### config.mk
export PLATFORM = sky130hd
export DESIGN_NAME = hdpm_div
export DESIGN_NICKNAME = d
export VERILOG_FILES = /design/src/hdpm_div.sv
export SDC_FILE = /design/constraint.sdc
export NUM_CORES = 1
export LEC_CHECK = 0
export BUFFER_PORTS_ARGS = -buffer_cell sky130_fd_sc_hd__buf_2
export CAP_MARGIN = 10
export CORE_MARGIN = 8
export CORE_UTILIZATION = 50
export DETAILED_ROUTE_END_ITERATION = 10
export GPL_TIMING_DRIVEN = 0
export PLACE_DENSITY = 0.66
export SYNTH_ARGS = -nofsm -noshare
export SYNTH_HDL_FRONTEND = slang
export SYNTH_SLANG_ARGS = --single-unit
### constraint.sdc
create_clock -name i_clk -period 4.7 [get_ports i_clk]
set_input_delay 0 -clock i_clk [delete_from_list [all_inputs] [get_ports i_clk]]
set_output_delay 0 -clock i_clk [all_outputs]
set_load 0.1 [all_outputs]
### src/hdpm_div.sv
`default_nettype none
// ----------------------------------------------------------------------------
// Pipelined restoring divider
// One quotient bit per stage, several dividends sharing one divisor, with a
// sideband word that travels alongside. The quotient must fit in QW bits.
// ----------------------------------------------------------------------------
module hdpm_div #(
    parameter int NL = 1,
    parameter int DW = 8,
    parameter int VW = 8,
    parameter int QW = 8,
    parameter int SW = 1
) (
    input  logic                   i_clk,
    input  logic                   i_rst_n,
    input  logic                   i_en,
    input  logic                   i_valid,
    input  logic [NL-1:0][DW-1:0]  i_num,
    input  logic [VW-1:0]          i_den,
    input  logic [SW-1:0]          i_side,
    output logic                   o_valid,
    output logic [NL-1:0][QW-1:0]  o_quo,
    output logic [SW-1:0]          o_side
);

    localparam int RW = (DW > VW + QW) ? DW : VW + QW;

    logic [NL-1:0][RW-1:0] r_rem  [QW];
    logic [NL-1:0][QW-1:0] r_quo  [QW];
    logic [VW-1:0]         r_den  [QW];
    logic [SW-1:0]         r_side [QW];
    logic                  r_vld  [QW];

    for (genvar g = 0; g < QW; g++) begin : g_stage
        logic [NL-1:0][RW-1:0] c_rem;
        logic [NL-1:0][QW-1:0] c_quo;
        logic [VW-1:0]         c_den;
        logic [SW-1:0]         c_side;
        logic                  c_vld;
        logic [RW-1:0]         c_trial;
        logic [NL-1:0][RW-1:0] n_rem;
        logic [NL-1:0][QW-1:0] n_quo;

        if (g == 0) begin : g_first
            always_comb begin
                for (int l = 0; l < NL; l++) begin
                    c_rem[l] = RW'(i_num[l]);
                end
                c_quo  = '0;
                c_den  = i_den;
                c_side = i_side;
                c_vld  = i_valid;
            end
        end else begin : g_next
            assign c_rem  = r_rem[g-1];
            assign c_quo  = r_quo[g-1];
            assign c_den  = r_den[g-1];
            assign c_side = r_side[g-1];
            assign c_vld  = r_vld[g-1];
        end

        assign c_trial = RW'(c_den) << (QW - 1 - g);

        always_comb begin
            for (int l = 0; l < NL; l++) begin
                if (c_rem[l] >= c_trial) begin
                    n_rem[l] = c_rem[l] - c_trial;
                    n_quo[l] = c_quo[l] | (QW'(1) << (QW - 1 - g));
                end else begin
                    n_rem[l] = c_rem[l];
                    n_quo[l] = c_quo[l];
                end
            end
        end

        always_ff @(posedge i_clk) begin
            if (!i_rst_n) begin
                r_vld[g] <= 1'b0;
            end else if (i_en) begin
                r_vld[g] <= c_vld;
            end
        end

        always_ff @(posedge i_clk) begin
            if (i_en) begin
                r_rem[g]  <= n_rem;
                r_quo[g]  <= n_quo;
                r_den[g]  <= c_den;
                r_side[g] <= c_side;
            end
        end
    end

    assign o_valid = r_vld[QW-1];
    assign o_quo   = r_quo[QW-1];
    assign o_side  = r_side[QW-1];

endmodule
`default_nettype wire

==> summary.md <==
| Metric | Value |
|---|---|
| Outcome | `completed` |
| Most frequent cells after synthesis | `219 x edfxtp_1, 73 x inv_1, 59 x nor2_1, 58 x ha_1, 51 x a21oi_1` |
| Met1 global-route usage | `12.68%` |
| VDD IR-drop max | `0.3161 mV` |
| Tcrit/Tclk final | `57.94%` |
| Fmax | `367.2 MHz` |
| GRT overflow | `0` |
| Num rows | `53` |
| Height of the die | `161.0 um` |
| Seq/Total Area, Yosys | `62.72%` |
| Layout area overhead | `14.12%` |
| Fillers | `1635` |
| RSZ-0062 raised after global routing | `false` |
| Most frequently used cell type in the post-synthesis netlist | `edfxtp_1` |
| #FFs+latches synth | `220` |
| Placed Cells | `1097` |
| Clk pwr share | `31.0%` |
| Sw frac | `27.24%` |
| Placer Congestion | `0.8783` |
| Sw power | `1.555 mW` |
| Post-Synth Adder-Cell Area | `8.042%` |
| Chip width | `161.0 um` |
| Core Box Area | `20820 sq um` |
| Layout cells sized above 1 | `11.53%` |
| Met2 usage | `27.12%` |
| Port bufs | `30` |
| Hold-fix buffers at CTS | `20` |
| Max-slew violations | `0` |
| Worst slack at placement | `2005 ps` |
| Post-synthesis xor/xnor area fraction | `3.747%` |
| Yosys warning count | `0` |
| Setup TNS | `0 ps` |
| Power density cells | `475.6 nW/um^2` |
| Non-Filler Instances | `1160` |
| Ys flop type | `edfxtp_1` |
| Drt drc | `0` |
| Slew @ Worst Pin | `699.1 ps` |
| Worst Path Max Fanout | `10` |
| Hold Worst Slack | `204.1 ps` |
| Clock root cell | `clkbuf_16` |
| Sequential Power Share | `47.1%` |
| Asr flop ratio synth | `0%` |
| Worst Skew | `8.392 ps` |
| Leak | `4.578 nW` |
| Rel. slew slack | `53.40%` |
| Antenna cell count | `0` |
| Largest area contributor in the netlist | `edfxtp_1` |
| Final HPWL DP | `12.42 mm` |
| Worst setup EP type | `register` |
| CTS max path bufs | `3` |
| Met3 Resource Use GR | `2.647%` |
| Drt total wl | `17.73 mm` |
| Die area | `25930 sq um` |
| Worst-path clk slew | `50 ps` |
| Main combinational cell family by area after synthesis | `simple AND/OR/NAND/NOR gates` |
| P_int | `4.154 mW` |
| Initial Util | `50.51%` |
| Final setup violation count | `0` |
| Mux share of post-synthesis cell area | `1.689%` |
| Multi-input gate area | `3603 sq um` |
| Setup CP Type | `reg2reg` |
| Synth top area cells | `edfxtp_1 63%, ha_1 6.9%, inv_1 2.6%` |
| Register area | `6596 sq um` |
| Post-CTS Repair Setup Buffers | `0` |
| Antenna viol nets, final | `0` |
| Largest net degree at the start of global routing | `141` |
| Data arrival, critical path | `2960 ps` |
| H-tree depth | `1` |
| Syn nets | `876` |
| Post-layout power | `5.709 mW` |
| Startpoint types | `register` |
| Routed WL per cell | `15.28 um` |
| TritonCTS clock tree | `done` |
| Post-synthesis simple-gate area fraction | `10.74%` |
| Clk sinks | `220` |
| Via/cell ratio | `5.441` |
| Gr usage total | `13.59%` |
| Ports | `31` |
| Iteration count of the initial detailed-routing pass | `5` |
| First-pass GRT wire length | `29.33 mm` |
| Mean Syn Cell Area | `13.30 sq um` |
| Yosys cell types | `68` |
| Max-capacitance violation count | `0` |
| GRT busiest layer | `met2` |
| Number of flops mapped to enable cells by yosys | `219` |
| Final setup margin | `1977 ps` |
| Type of the most critical hold path | `in2reg` |
| Clk_lat worst skew | `510 ps` |
| Synth top area share | `62.53%` |
| Total CTS buffers | `24` |
| Crit path required time | `4940 ps` |
| Final Net Count | `953` |
| Vias | `6312` |
| Post-synthesis compound-gate area fraction | `10.04%` |
| Number of global-route vias before repair | `6599` |
| Initial antenna violation count | `0` |
| Resized Gates After CTS | `0` |
| Drt first-iter violations | `273` |
| Final Hold Fails | `0` |
| Logic pwr share | `21.9%` |
| Tmin final | `2723 ps` |
| Cell Area, Synth | `10520 sq um` |
| Post-Synthesis Cells | `791` |
state kept, by name (all words and copies together), names as in the netlist:
register / flops
r_den: 56
r_rem: 112
r_side: 8
r_vld: 8
r_quo: 36
cells in the final DEF (no fill, tap or decap), types with 14 or more instances in the layout:
cell type,synthesis,routed
nor3_1,19,19
inv_1,73,73
nor2_1,59,59
nand3_1,14,14
dlygate4sd3_1,0,20
o21ai_0,45,45
buf_2,2,31
a21oi_1,51,51
xor2_1,22,22
ha_1,58,58
mux2_2,14,14
xnor2_1,23,23
nand2_1,23,23
clkbuf_16,0,25
edfxtp_1,219,219
power groups by stage:
stage	clock network, mW	logic [mW]	registers (mW)
4_1_cts	1.81	1.24	2.69
2_1_floorplan	0	0.931	2.70
5_1_grt	1.88	1.39	2.72
3_3_place_gp	0	1.16	2.73
3_5_place_dp	0	1.22	2.73
6_report	1.77	1.25	2.69
layer usage:
| metal | vias up | part of all wire (%) | wire length [um] |
|---|---|---|---|
| met3 | 58 | 4.2 | 737 |
| li1 | 3105 | - | - |
| met1 | 2997 | 37 | 6519 |
| met2 | 152 | 54 | 9619 |
| met5 | - | 0 | 0 |
| met4 | 0 | 4.8 | 853 |
per-stage QoR:
step                cell area (sq um)  utilization [%]
floorplan                       10520                -
global placement                11010            52.88
detailed placement              11050            53.06
CTS                             12000            57.64
global route                    12000            57.64
finish                          12000            57.64
critical path, cell delays in order, from the launching register on:
cell	delay, ps
edfxtp_1	400
ha_1	380
nand3_1	180
a21oi_1	60
a211oi_1	580
o211ai_2	330
clkbuf_1	320
nor2_1	150
a21oi_1	50
area by class of cell:
cell class / count / area share (%)
well taps: 275 / 2.867
repair buffers: 51 / 3.232
plain buffers: 7 / 0.3648
clock inverters: 15 / 0.9695
multi-input cells: 491 / 30.02
flip-flops and latches: 220 / 54.96
inverters: 73 / 2.283
clock buffers: 28 / 5.306
kinds of logic after synthesis:
logic type,Yosys count
DFF,220
and+or+nand+nor,202
AOI/OAI and AO/OA,164
buffers and inverters,80
adders and majority gates,64
xor gates and xnor gates,45
muxes,16
final timing paths:
| check | from | end | slack (ps) | depth (start not counted) |
|---|---|---|---|---|
| setup / recovery | r_rem[3][7]$_DFFE_PP_ | r_rem[4][8]$_DFFE_PP_ | 1980 | 8 |
| hold / removal | i_side | r_side[0][0]$_DFFE_PP_ | 200 | 2 |
| setup reg to reg | r_rem[3][7]$_DFFE_PP_ | r_rem[4][8]$_DFFE_PP_ | 1980 | 8 |
| hold reg to reg | r_quo[1][14]$_DFFE_PP_ | r_quo[1][22]$_DFFE_PP_ | 410 | 0 |
Note: power is estimated with default switching activity, not from simulation.
